File: src/rarlg_pkg.sv
`timescale 1ns / 1ps

package rarlg_pkg;

    // Word width of the ring and of the result fields
    localparam int DATA_W = 32;
    localparam int FRAC_W = 23;

    // Ring geometry
    localparam int RING_DEPTH_C = 17;
    localparam int LEAD_START   = 0;
    localparam int LAG_START    = 10;

    // Rotation amounts for the lag and lead words
    localparam int ROT_LAG  = 13;
    localparam int ROT_LEAD = 9;

    // Congruential fill: s = s * LCG_MULT + LCG_INC
    localparam logic [DATA_W-1:0] LCG_MULT   = 32'd2891336453;
    localparam logic [DATA_W-1:0] LCG_INC    = 32'd1;
    localparam logic [DATA_W-1:0] SEED_RESET = 32'd1;

    // Item codes
    localparam logic OP_DRAW   = 1'b0;
    localparam logic OP_RESEED = 1'b1;

    // Rotate a word left by a fixed amount
    function automatic logic [DATA_W-1:0] rot_left(input logic [DATA_W-1:0] x, input int k);
        logic [2*DATA_W-1:0] both;
        both = {x, x} << k;
        return both[2*DATA_W-1:DATA_W];
    endfunction

endpackage

File: src/rarlg_ring.sv
`timescale 1ns / 1ps

module rarlg_ring
    import rarlg_pkg::*;
#(
    parameter int RING_DEPTH = RING_DEPTH_C
)
(
    input  logic                          clk,
    input  logic                          wr_en,
    input  logic [$clog2(RING_DEPTH)-1:0] wr_addr,
    input  logic [DATA_W-1:0]             wr_data,
    input  logic [$clog2(RING_DEPTH)-1:0] rd_addr_a,
    input  logic [$clog2(RING_DEPTH)-1:0] rd_addr_b,
    output logic [DATA_W-1:0]             rd_data_a,
    output logic [DATA_W-1:0]             rd_data_b
);

    logic [DATA_W-1:0] mem [RING_DEPTH];

    // Write one word per cycle
    always_ff @(posedge clk)
    begin
        if (wr_en)
        begin
            mem[wr_addr] <= wr_data;
        end
    end

    // Read two words, registered
    always_ff @(posedge clk)
    begin
        rd_data_a <= mem[rd_addr_a];
        rd_data_b <= mem[rd_addr_b];
    end

endmodule

File: src/rarlg_div.sv
`timescale 1ns / 1ps

module rarlg_div
    import rarlg_pkg::*;
(
    input  logic              clk,
    input  logic              rst_n,
    input  logic              start,
    input  logic [DATA_W-1:0] dividend,
    input  logic [DATA_W-1:0] divisor,
    output logic              done,
    output logic [DATA_W-1:0] remainder
);

    localparam int CNT_W = $clog2(DATA_W);

    logic              busy_reg;
    logic              done_reg;
    logic [CNT_W-1:0]  cnt_reg;
    logic [DATA_W-1:0] dvd_reg;
    logic [DATA_W-1:0] dsr_reg;
    logic [DATA_W-1:0] rem_reg;
    logic [DATA_W:0]   trial;
    logic [DATA_W:0]   diff;

    // One restoring step: shift in the next dividend bit, subtract if it fits
    assign trial = {rem_reg, dvd_reg[DATA_W-1]};
    assign diff  = trial - {1'b0, dsr_reg};

    // Sequence the steps
    always_ff @(posedge clk or negedge rst_n)
    begin
        if (!rst_n)
        begin
            busy_reg <= 1'b0;
            done_reg <= 1'b0;
            cnt_reg  <= '0;
        end
        else
        begin
            done_reg <= 1'b0;
            if (start)
            begin
                busy_reg <= 1'b1;
                cnt_reg  <= '0;
            end
            else if (busy_reg)
            begin
                cnt_reg <= cnt_reg + 1'b1;
                if (cnt_reg == CNT_W'(DATA_W - 1))
                begin
                    busy_reg <= 1'b0;
                    done_reg <= 1'b1;
                end
            end
        end
    end

    // Hold operands and the partial remainder
    always_ff @(posedge clk)
    begin
        if (start)
        begin
            dvd_reg <= dividend;
            dsr_reg <= divisor;
            rem_reg <= '0;
        end
        else if (busy_reg)
        begin
            dvd_reg <= {dvd_reg[DATA_W-2:0], 1'b0};
            if (!diff[DATA_W])
            begin
                rem_reg <= diff[DATA_W-1:0];
            end
            else
            begin
                rem_reg <= trial[DATA_W-1:0];
            end
        end
    end

    assign done      = done_reg;
    assign remainder = rem_reg;

endmodule

File: src/rotate_add_lagged_random_generator_unit.sv
`timescale 1ns / 1ps

// Lagged rotate-and-add random generator over a 17-word ring.
// Input channel (in_valid / in_stall) carries op and limit: op 0 draws one
// word, op 1 refills the ring from the seed register and gives no result.
// Output channel (out_valid / out_stall) carries random_word, fraction
// (top 23 bits of the word) and reduced (word modulo limit, or the word
// itself for a zero limit). The seed register is written through cfg_write
// and cfg_data and takes effect at the next refill.
// A draw reads both ring words in the accept cycle, computes and writes
// back the new word in the next cycle, then runs a bit-serial remainder
// unit when limit is non-zero (with a zero limit it is skipped). The result
// then passes through the hold state to the output register, and only after
// that is the next item taken. A refill walks the ring one word per cycle.
// The single write port of the ring and the remainder unit set this pace.
// After reset the ring is filled from seed 1, during which in_stall is
// high; configuration writes are taken throughout.
// A finished word waits in the output register while out_stall is high;
// the next item is accepted meanwhile, and its result waits behind it.
module rotate_add_lagged_random_generator_unit
    import rarlg_pkg::*;
#(
    parameter int RING_DEPTH = RING_DEPTH_C
)
(
    input  logic              clk,
    input  logic              rst_n,
    input  logic              in_valid,
    output logic              in_stall,
    input  logic              op,
    input  logic [DATA_W-1:0] limit,
    output logic              out_valid,
    input  logic              out_stall,
    output logic [DATA_W-1:0] random_word,
    output logic [FRAC_W-1:0] fraction,
    output logic [DATA_W-1:0] reduced,
    input  logic              cfg_write,
    input  logic [DATA_W-1:0] cfg_data
);

    localparam int PTR_W = $clog2(RING_DEPTH);
    localparam logic [PTR_W-1:0] PTR_LAST = PTR_W'(RING_DEPTH - 1);

    typedef enum logic [2:0] {
        S_FILL,
        S_IDLE,
        S_CALC,
        S_DIV,
        S_HOLD
    } state_t;

    state_t            state_reg;
    logic [PTR_W-1:0]  fill_idx_reg;
    logic [PTR_W-1:0]  lead_reg;
    logic [PTR_W-1:0]  lag_reg;
    logic [DATA_W-1:0] lcg_reg;
    logic [DATA_W-1:0] seed_reg;
    logic              out_valid_reg;
    logic [DATA_W-1:0] limit_reg;
    logic [DATA_W-1:0] word_reg;
    logic [DATA_W-1:0] red_reg;
    logic [DATA_W-1:0] random_word_reg;
    logic [DATA_W-1:0] reduced_reg;

    logic [DATA_W-1:0] lcg_prod;
    logic [DATA_W-1:0] lcg_next;
    logic [DATA_W-1:0] lead_word;
    logic [DATA_W-1:0] lag_word;
    logic [DATA_W-1:0] word_calc;
    logic              in_accept;
    logic              out_free;
    logic              ring_we;
    logic [PTR_W-1:0]  ring_waddr;
    logic [DATA_W-1:0] ring_wdata;
    logic              div_start;
    logic              div_done;
    logic [DATA_W-1:0] div_rem;
    logic [PTR_W-1:0]  lead_down;
    logic [PTR_W-1:0]  lag_down;

    assign in_accept = in_valid && !in_stall;
    assign in_stall  = (state_reg != S_IDLE);
    assign out_free  = !out_valid_reg || !out_stall;

    // Next congruential word for the fill
    assign lcg_prod = lcg_reg * LCG_MULT;
    assign lcg_next = lcg_prod + LCG_INC;

    // New ring word from the two registered reads
    assign word_calc = rot_left(lag_word, ROT_LAG) + rot_left(lead_word, ROT_LEAD);

    // Step both pointers down, wrapping at zero
    assign lead_down = (lead_reg == '0) ? PTR_LAST : lead_reg - 1'b1;
    assign lag_down  = (lag_reg == '0) ? PTR_LAST : lag_reg - 1'b1;

    // Write port: fill word or the drawn word at the lead pointer
    assign ring_we    = (state_reg == S_FILL) || (state_reg == S_CALC);
    assign ring_waddr = (state_reg == S_FILL) ? fill_idx_reg : lead_reg;
    assign ring_wdata = (state_reg == S_FILL) ? lcg_next : word_calc;

    assign div_start = (state_reg == S_CALC) && (limit_reg != '0);

    rarlg_ring #(
        .RING_DEPTH (RING_DEPTH)
    ) u_ring (
        .clk       (clk),
        .wr_en     (ring_we),
        .wr_addr   (ring_waddr),
        .wr_data   (ring_wdata),
        .rd_addr_a (lead_reg),
        .rd_addr_b (lag_reg),
        .rd_data_a (lead_word),
        .rd_data_b (lag_word)
    );

    rarlg_div u_div (
        .clk       (clk),
        .rst_n     (rst_n),
        .start     (div_start),
        .dividend  (word_calc),
        .divisor   (limit_reg),
        .done      (div_done),
        .remainder (div_rem)
    );

    // Hold the seed register
    always_ff @(posedge clk or negedge rst_n)
    begin
        if (!rst_n)
        begin
            seed_reg <= SEED_RESET;
        end
        else if (cfg_write)
        begin
            seed_reg <= cfg_data;
        end
    end

    // Sequence fill, draw and output
    always_ff @(posedge clk or negedge rst_n)
    begin
        if (!rst_n)
        begin
            state_reg     <= S_FILL;
            fill_idx_reg  <= '0;
            lcg_reg       <= SEED_RESET;
            lead_reg      <= PTR_W'(LEAD_START);
            lag_reg       <= PTR_W'(LAG_START);
            out_valid_reg <= 1'b0;
        end
        else
        begin
            // Drop the output word once taken, unless a finished draw replaces it
            if (out_valid_reg && !out_stall && (state_reg != S_HOLD))
            begin
                out_valid_reg <= 1'b0;
            end
            case (state_reg)
                S_FILL:
                begin
                    lcg_reg      <= lcg_next;
                    fill_idx_reg <= fill_idx_reg + 1'b1;
                    if (fill_idx_reg == PTR_LAST)
                    begin
                        lead_reg  <= PTR_W'(LEAD_START);
                        lag_reg   <= PTR_W'(LAG_START);
                        state_reg <= S_IDLE;
                    end
                end
                S_IDLE:
                begin
                    if (in_accept)
                    begin
                        if (op == OP_RESEED)
                        begin
                            lcg_reg      <= seed_reg;
                            fill_idx_reg <= '0;
                            state_reg    <= S_FILL;
                        end
                        else
                        begin
                            state_reg <= S_CALC;
                        end
                    end
                end
                S_CALC:
                begin
                    lead_reg <= lead_down;
                    lag_reg  <= lag_down;
                    if (limit_reg == '0)
                    begin
                        state_reg <= S_HOLD;
                    end
                    else
                    begin
                        state_reg <= S_DIV;
                    end
                end
                S_DIV:
                begin
                    if (div_done)
                    begin
                        state_reg <= S_HOLD;
                    end
                end
                S_HOLD:
                begin
                    if (out_free)
                    begin
                        out_valid_reg <= 1'b1;
                        state_reg     <= S_IDLE;
                    end
                end
                default:
                begin
                    state_reg <= S_IDLE;
                end
            endcase
        end
    end

    // Hold payload of the item in flight and of the output word
    always_ff @(posedge clk)
    begin
        if (in_accept)
        begin
            limit_reg <= limit;
        end
        if (state_reg == S_CALC)
        begin
            word_reg <= word_calc;
            red_reg  <= word_calc;
        end
        if ((state_reg == S_DIV) && div_done)
        begin
            red_reg <= div_rem;
        end
        if ((state_reg == S_HOLD) && out_free)
        begin
            random_word_reg <= word_reg;
            reduced_reg     <= red_reg;
        end
    end

    assign out_valid   = out_valid_reg;
    assign random_word = random_word_reg;
    assign fraction    = random_word_reg[DATA_W-1:DATA_W-FRAC_W];
    assign reduced     = reduced_reg;

    // Pointers stay inside the ring
    a_ptr_range: assert property (@(posedge clk) disable iff (!rst_n)
        (lead_reg <= PTR_LAST) && (lag_reg <= PTR_LAST))
        else $error("ring pointer out of range");

    // Lag pointer trails the lead pointer by a fixed distance
    a_ptr_gap: assert property (@(posedge clk) disable iff (!rst_n)
        (state_reg == S_FILL) ||
        ((int'(lead_reg) + LAG_START >= RING_DEPTH) ?
            (int'(lag_reg) == int'(lead_reg) + LAG_START - RING_DEPTH) :
            (int'(lag_reg) == int'(lead_reg) + LAG_START)))
        else $error("ring pointers out of step");

    // A new output word only follows a finished draw
    a_out_src: assert property (@(posedge clk) disable iff (!rst_n)
        $rose(out_valid_reg) |-> $past(state_reg == S_HOLD))
        else $error("output word without a finished draw");

    // A refill item starts the ring walk
    a_reseed: assert property (@(posedge clk) disable iff (!rst_n)
        (in_accept && (op == OP_RESEED)) |=> (state_reg == S_FILL) && (fill_idx_reg == '0))
        else $error("refill did not start");

endmodule
File: config.mk
export PLATFORM = sky130hd
export DESIGN_NAME = rotate_add_lagged_random_generator_unit
export DESIGN_NICKNAME = d
export VERILOG_FILES = /design/src/rarlg_pkg.sv /design/src/rarlg_ring.sv /design/src/rarlg_div.sv /design/src/rotate_add_lagged_random_generator_unit.sv
export SDC_FILE = /design/constraint.sdc
export NUM_CORES = 2
export LEC_CHECK = 0
export ABC_AREA = 0
export BUFFER_PORTS_ARGS = -buffer_cell sky130_fd_sc_hd__buf_4
export CORE_MARGIN = 2
export CORE_UTILIZATION = 60
export DETAILED_ROUTE_END_ITERATION = 10
export GPL_TIMING_DRIVEN = 0
export PLACE_DENSITY = 0.76
export SLEW_MARGIN = 20
export SYNTH_ARGS = -nofsm -noshare
export SYNTH_HDL_FRONTEND = slang
export SYNTH_SLANG_ARGS = --single-unit
File: constraint.sdc
create_clock -name clk -period 8.45 [get_ports clk]
set_input_delay 1.69 -clock clk [delete_from_list [all_inputs] [get_ports clk]]
set_output_delay 1.69 -clock clk [all_outputs]
set_load 0.02 [all_outputs]
==> impl_metrics.toml <==
[run_status]
result_of_the_run = "complete, no violations"

[clocking]
tritoncts.num_buffers = 97
clkTransAtPathRegs_ns = 0.06
htree_num_levels = 3
cts_num_sinks = 954
worst_skew_pair.late_latency_ns = 0.68
cts_tree = "built"
cts.repair.resized = 0
cts.path.max_buffers = 3
postCtsSetupRepairBufs = 0
clock-root-buffer = "sky130_fd_sc_hd__clkbuf_16"
holdBufCountCts = 0

[finish]
final_util_pct = 69.12
final_net_count = 4210
regMostFlops = "u_ring.mem"
layout.cells.most_common = "sky130_fd_sc_hd__edfxtp_1"
largest_register_ff_count = 544
mostFrequentLayoutCells = "768 x sky130_fd_sc_hd__edfxtp_1, 349 x sky130_fd_sc_hd__inv_1, 320 x sky130_fd_sc_hd__mux4_2"
syn2layout_area_growth_pct = 14.69
filler_cell_count = 5431
post_route_cells_drive_above_1_share_pct = 23.76

[setup_path]
worst_setup_path_start_kind = "flop"
setup.worst_path.end_class = "flop"
crit_cells = 21
cpMaxStageDelayCell = "sky130_fd_sc_hd__mux2i_2"
crit_end = "u_ring.mem[13][30]"
critical_path_required_ns = 8.76
worst_setup_path_startpoint = "lcg_reg[14]"
cp_max_fo = 17
timing.reg2reg.worst_path_depth = 21
worstPathCellList = "inv_1, fa_1, fa_1, fa_1, inv_1, fa_1, fa_1, fa_1, inv_1, fa_1, inv_1, ha_1, clkbuf_1, and4_1, and2_1, and3_1, a221oi_1, a211oi_1, a211oi_1, xor2_1, mux2i_2"
cp_slowest_stage_delay_ns = 0.85
reg2reg_from = "lcg_reg[14]"
regToRegSetupSlack_ns = 0.50
cp_top_family = "adder cells"
worstSetupPathType = "flop to flop"
worst_r2r_endpoint = "u_ring.mem[13][30]"
critPathArrivalTime_ns = 8.26
buffer_and_inverter_count_on_the_worst_path = 5
cpMostUsedCell = "sky130_fd_sc_hd__fa_1"

[logic_synthesis]
ys_seq_elements = 954
share_of_synthesized_cell_area_in_full_adder_half_adder_and_majority_cells_pct = 12.28
synth-main-ff-cell = "sky130_fd_sc_hd__edfxtp_1"
yosys.area_share.xor_xnor_pct = 2.039
synth_simple_gate_area_share_pct = 4.297
largest_family_of_logic_cells_by_synthesized_area = "multiplexers"
ys_warn_count = 0
postSynthNetCount = 3892
yosys-mux-area-fraction_pct = 17.01
synth-edff-count = 768
synth_compound_gate_area_share_pct = 5.974
postSynthAreaPerCell_um2 = 14.70
syn-instance-count = 3415
async_flop_share_pct = 9.434
synth.cell_area_mm2 = 0.05020
yosys.cell_types.count = 74
synth_seq_area_share_pct = 54.26

[global_routing]
grt_max_degree = 91
globalRouteOverflowTotal = 0
grt_pass1_wl_mm = 209.3
antenna_violations_before_repair = 2
grt.total_usage_pct = 33.56
first_global_vias = 32612

[timing]
finalHoldViolCount = 0
finalMaxSlewViolations = 0
max_freq_ghz = 0.1258
rsz0062_at_grt = "no"
clock_skew_after_layout_ns = 0.03395
timing.max_slew.rel_slack_pct = 19.81
shortest_period_the_worst_path_allows_ns = 7.949
tightestPinTransition_ns = 1.203
period_share_pct = 94.07
setup_viol = 0
setup_total_negative_slack_ns = 0

[routing]
drtPass1Iterations = 7
drtIter0Drc = 4165
route.final.wire_length_mm = 141.7
avgRoutedWirePerCell_um = 28.93
drc_errors = 0
vias_per_cell = 6.590
drt.antenna.violating_nets = 0
vias = 32278

[die]
initial_core_util_pct = 60.27
dieHeight_um = 293.3
coreArea_mm2 = 0.08329
fp-row-count = 106
die_x_um = 293.3
dieArea_mm2 = 0.08600
floorplan.io_pins = 159

[placed_design]
replace_congestion = 0.9624
io_buffer_count = 157
post-dp-hpwl_mm = 100.6

[run]
max-cap-violations = 0

[min_path]
min-delay-path-class = "flop to flop"
[logic make-up after synthesis]
group	Yosys count
multiplexers	441
AND/OR/NAND/NOR	484
AO/OA/AOI/OAI	485
XOR/XNOR	116
flip-flops	954
buffers and inverters	528
adder cells (fa/ha/maj)	407
[metal layers]
layer  share of wire, %  vias up  GRT usage, %
met5             0.0085        -             0
met4                4.5        2         13.58
met3                 11      456         7.882
met2                 48     2162         54.03
met1                 37    16223         44.60
li1                   -    13435             -
[stage by stage]
| stage | setup WS, ns | cell area (µm²) | instances | hold slack, ns |
|---|---|---|---|---|
| 2_1_floorplan | 1.807 | 50200 | 3415 | 0.4003 |
| 3_3_place_gp | 0.2261 | 52730 | 4652 | 0.4008 |
| 3_5_place_dp | 0.7783 | 54080 | 4713 | 0.4045 |
| 4_1_cts | 0.7012 | 57530 | 4896 | 0.3939 |
| 5_1_grt | 0.2218 | 57570 | 4897 | 0.4081 |
| 6_report | 0.5015 | 57570 | 4898 | 0.4037 |
[synth_stat cells (4+ instances only)]
| cell type | instances | area (µm²) |
|---|---|---|
| sky130_fd_sc_hd__dfrtp_1 | 86 | 2152 |
| sky130_fd_sc_hd__and2_1 | 9 | 56.30 |
| sky130_fd_sc_hd__edfxtp_1 | 768 | 23060 |
| sky130_fd_sc_hd__o31ai_1 | 7 | 52.55 |
| sky130_fd_sc_hd__dfstp_2 | 4 | 105.1 |
| sky130_fd_sc_hd__or2_2 | 7 | 43.79 |
| sky130_fd_sc_hd__a21oi_1 | 101 | 505.5 |
| sky130_fd_sc_hd__xor2_1 | 42 | 367.9 |
| sky130_fd_sc_hd__a21o_1 | 36 | 270.3 |
| sky130_fd_sc_hd__mux2i_1 | 26 | 260.3 |
| sky130_fd_sc_hd__mux2_2 | 95 | 1070 |
| sky130_fd_sc_hd__buf_1 | 26 | 97.59 |
| sky130_fd_sc_hd__nor3_1 | 23 | 115.1 |
| sky130_fd_sc_hd__nor2b_1 | 10 | 62.56 |
| sky130_fd_sc_hd__nand2_1 | 214 | 803.3 |
| sky130_fd_sc_hd__o221ai_1 | 4 | 35.03 |
| sky130_fd_sc_hd__o21ai_0 | 177 | 885.9 |
| sky130_fd_sc_hd__nand3_1 | 25 | 125.1 |
| sky130_fd_sc_hd__or3_1 | 10 | 62.56 |
| sky130_fd_sc_hd__fa_1 | 143 | 2863 |
| sky130_fd_sc_hd__a31oi_1 | 29 | 181.4 |
| sky130_fd_sc_hd__nand2b_1 | 19 | 118.9 |
| sky130_fd_sc_hd__a22oi_1 | 5 | 37.54 |
| sky130_fd_sc_hd__ha_1 | 264 | 3303 |
| sky130_fd_sc_hd__o211ai_1 | 15 | 112.6 |
| sky130_fd_sc_hd__mux4_2 | 320 | 7207 |
| sky130_fd_sc_hd__buf_4 | 24 | 180.2 |
| sky130_fd_sc_hd__inv_1 | 350 | 1314 |
| sky130_fd_sc_hd__a221oi_1 | 5 | 43.79 |
| sky130_fd_sc_hd__o21a_1 | 15 | 112.6 |
| sky130_fd_sc_hd__xnor2_1 | 73 | 639.4 |
| sky130_fd_sc_hd__nand4_1 | 13 | 81.33 |
| sky130_fd_sc_hd__o22ai_1 | 5 | 31.28 |
| sky130_fd_sc_hd__a41oi_1 | 4 | 35.03 |
| sky130_fd_sc_hd__buf_2 | 4 | 20.02 |
| sky130_fd_sc_hd__clkbuf_1 | 124 | 465.5 |
| sky130_fd_sc_hd__o21bai_1 | 11 | 82.58 |
| sky130_fd_sc_hd__o21ai_1 | 4 | 20.02 |
| sky130_fd_sc_hd__and3_1 | 9 | 56.30 |
| sky130_fd_sc_hd__a211oi_1 | 24 | 180.2 |
| sky130_fd_sc_hd__dfxtp_1 | 96 | 1922 |
| sky130_fd_sc_hd__nor4_1 | 10 | 62.56 |
| sky130_fd_sc_hd__nor2_1 | 120 | 450.4 |
[layout make-up]
class	count	area [µm²]	area share [%]
Antenna cell	1	2.502	0.004346
Buffer	178	785.8	1.365
Clock buffer	122	2709	4.705
Clock inverter	61	734.5	1.276
Inverter	350	1314	2.282
Multi-Input combinational cell	1933	21150	36.74
Sequential cell	954	27240	47.31
Tap cell	1080	1351	2.347
Timing Repair Buffer	219	2283	3.966
[how the worst min path moves through the flow]
stage	start	end	slack (ns)	cells past startpoint
after floorplan	word_reg[0]	random_word[0]	0.40	0
after global placement	word_reg[8]	random_word[8]	0.40	0
after detailed placement	word_reg[14]	random_word[14]	0.40	0
after CTS	red_reg[1]	reduced[1]	0.39	0
after global routing	red_reg[1]	reduced[1]	0.41	0
final	red_reg[1]	reduced[1]	0.40	0
Power is not shown: default switching activity piles up to over one toggle a cycle in this logic, so the estimate is an artifact.
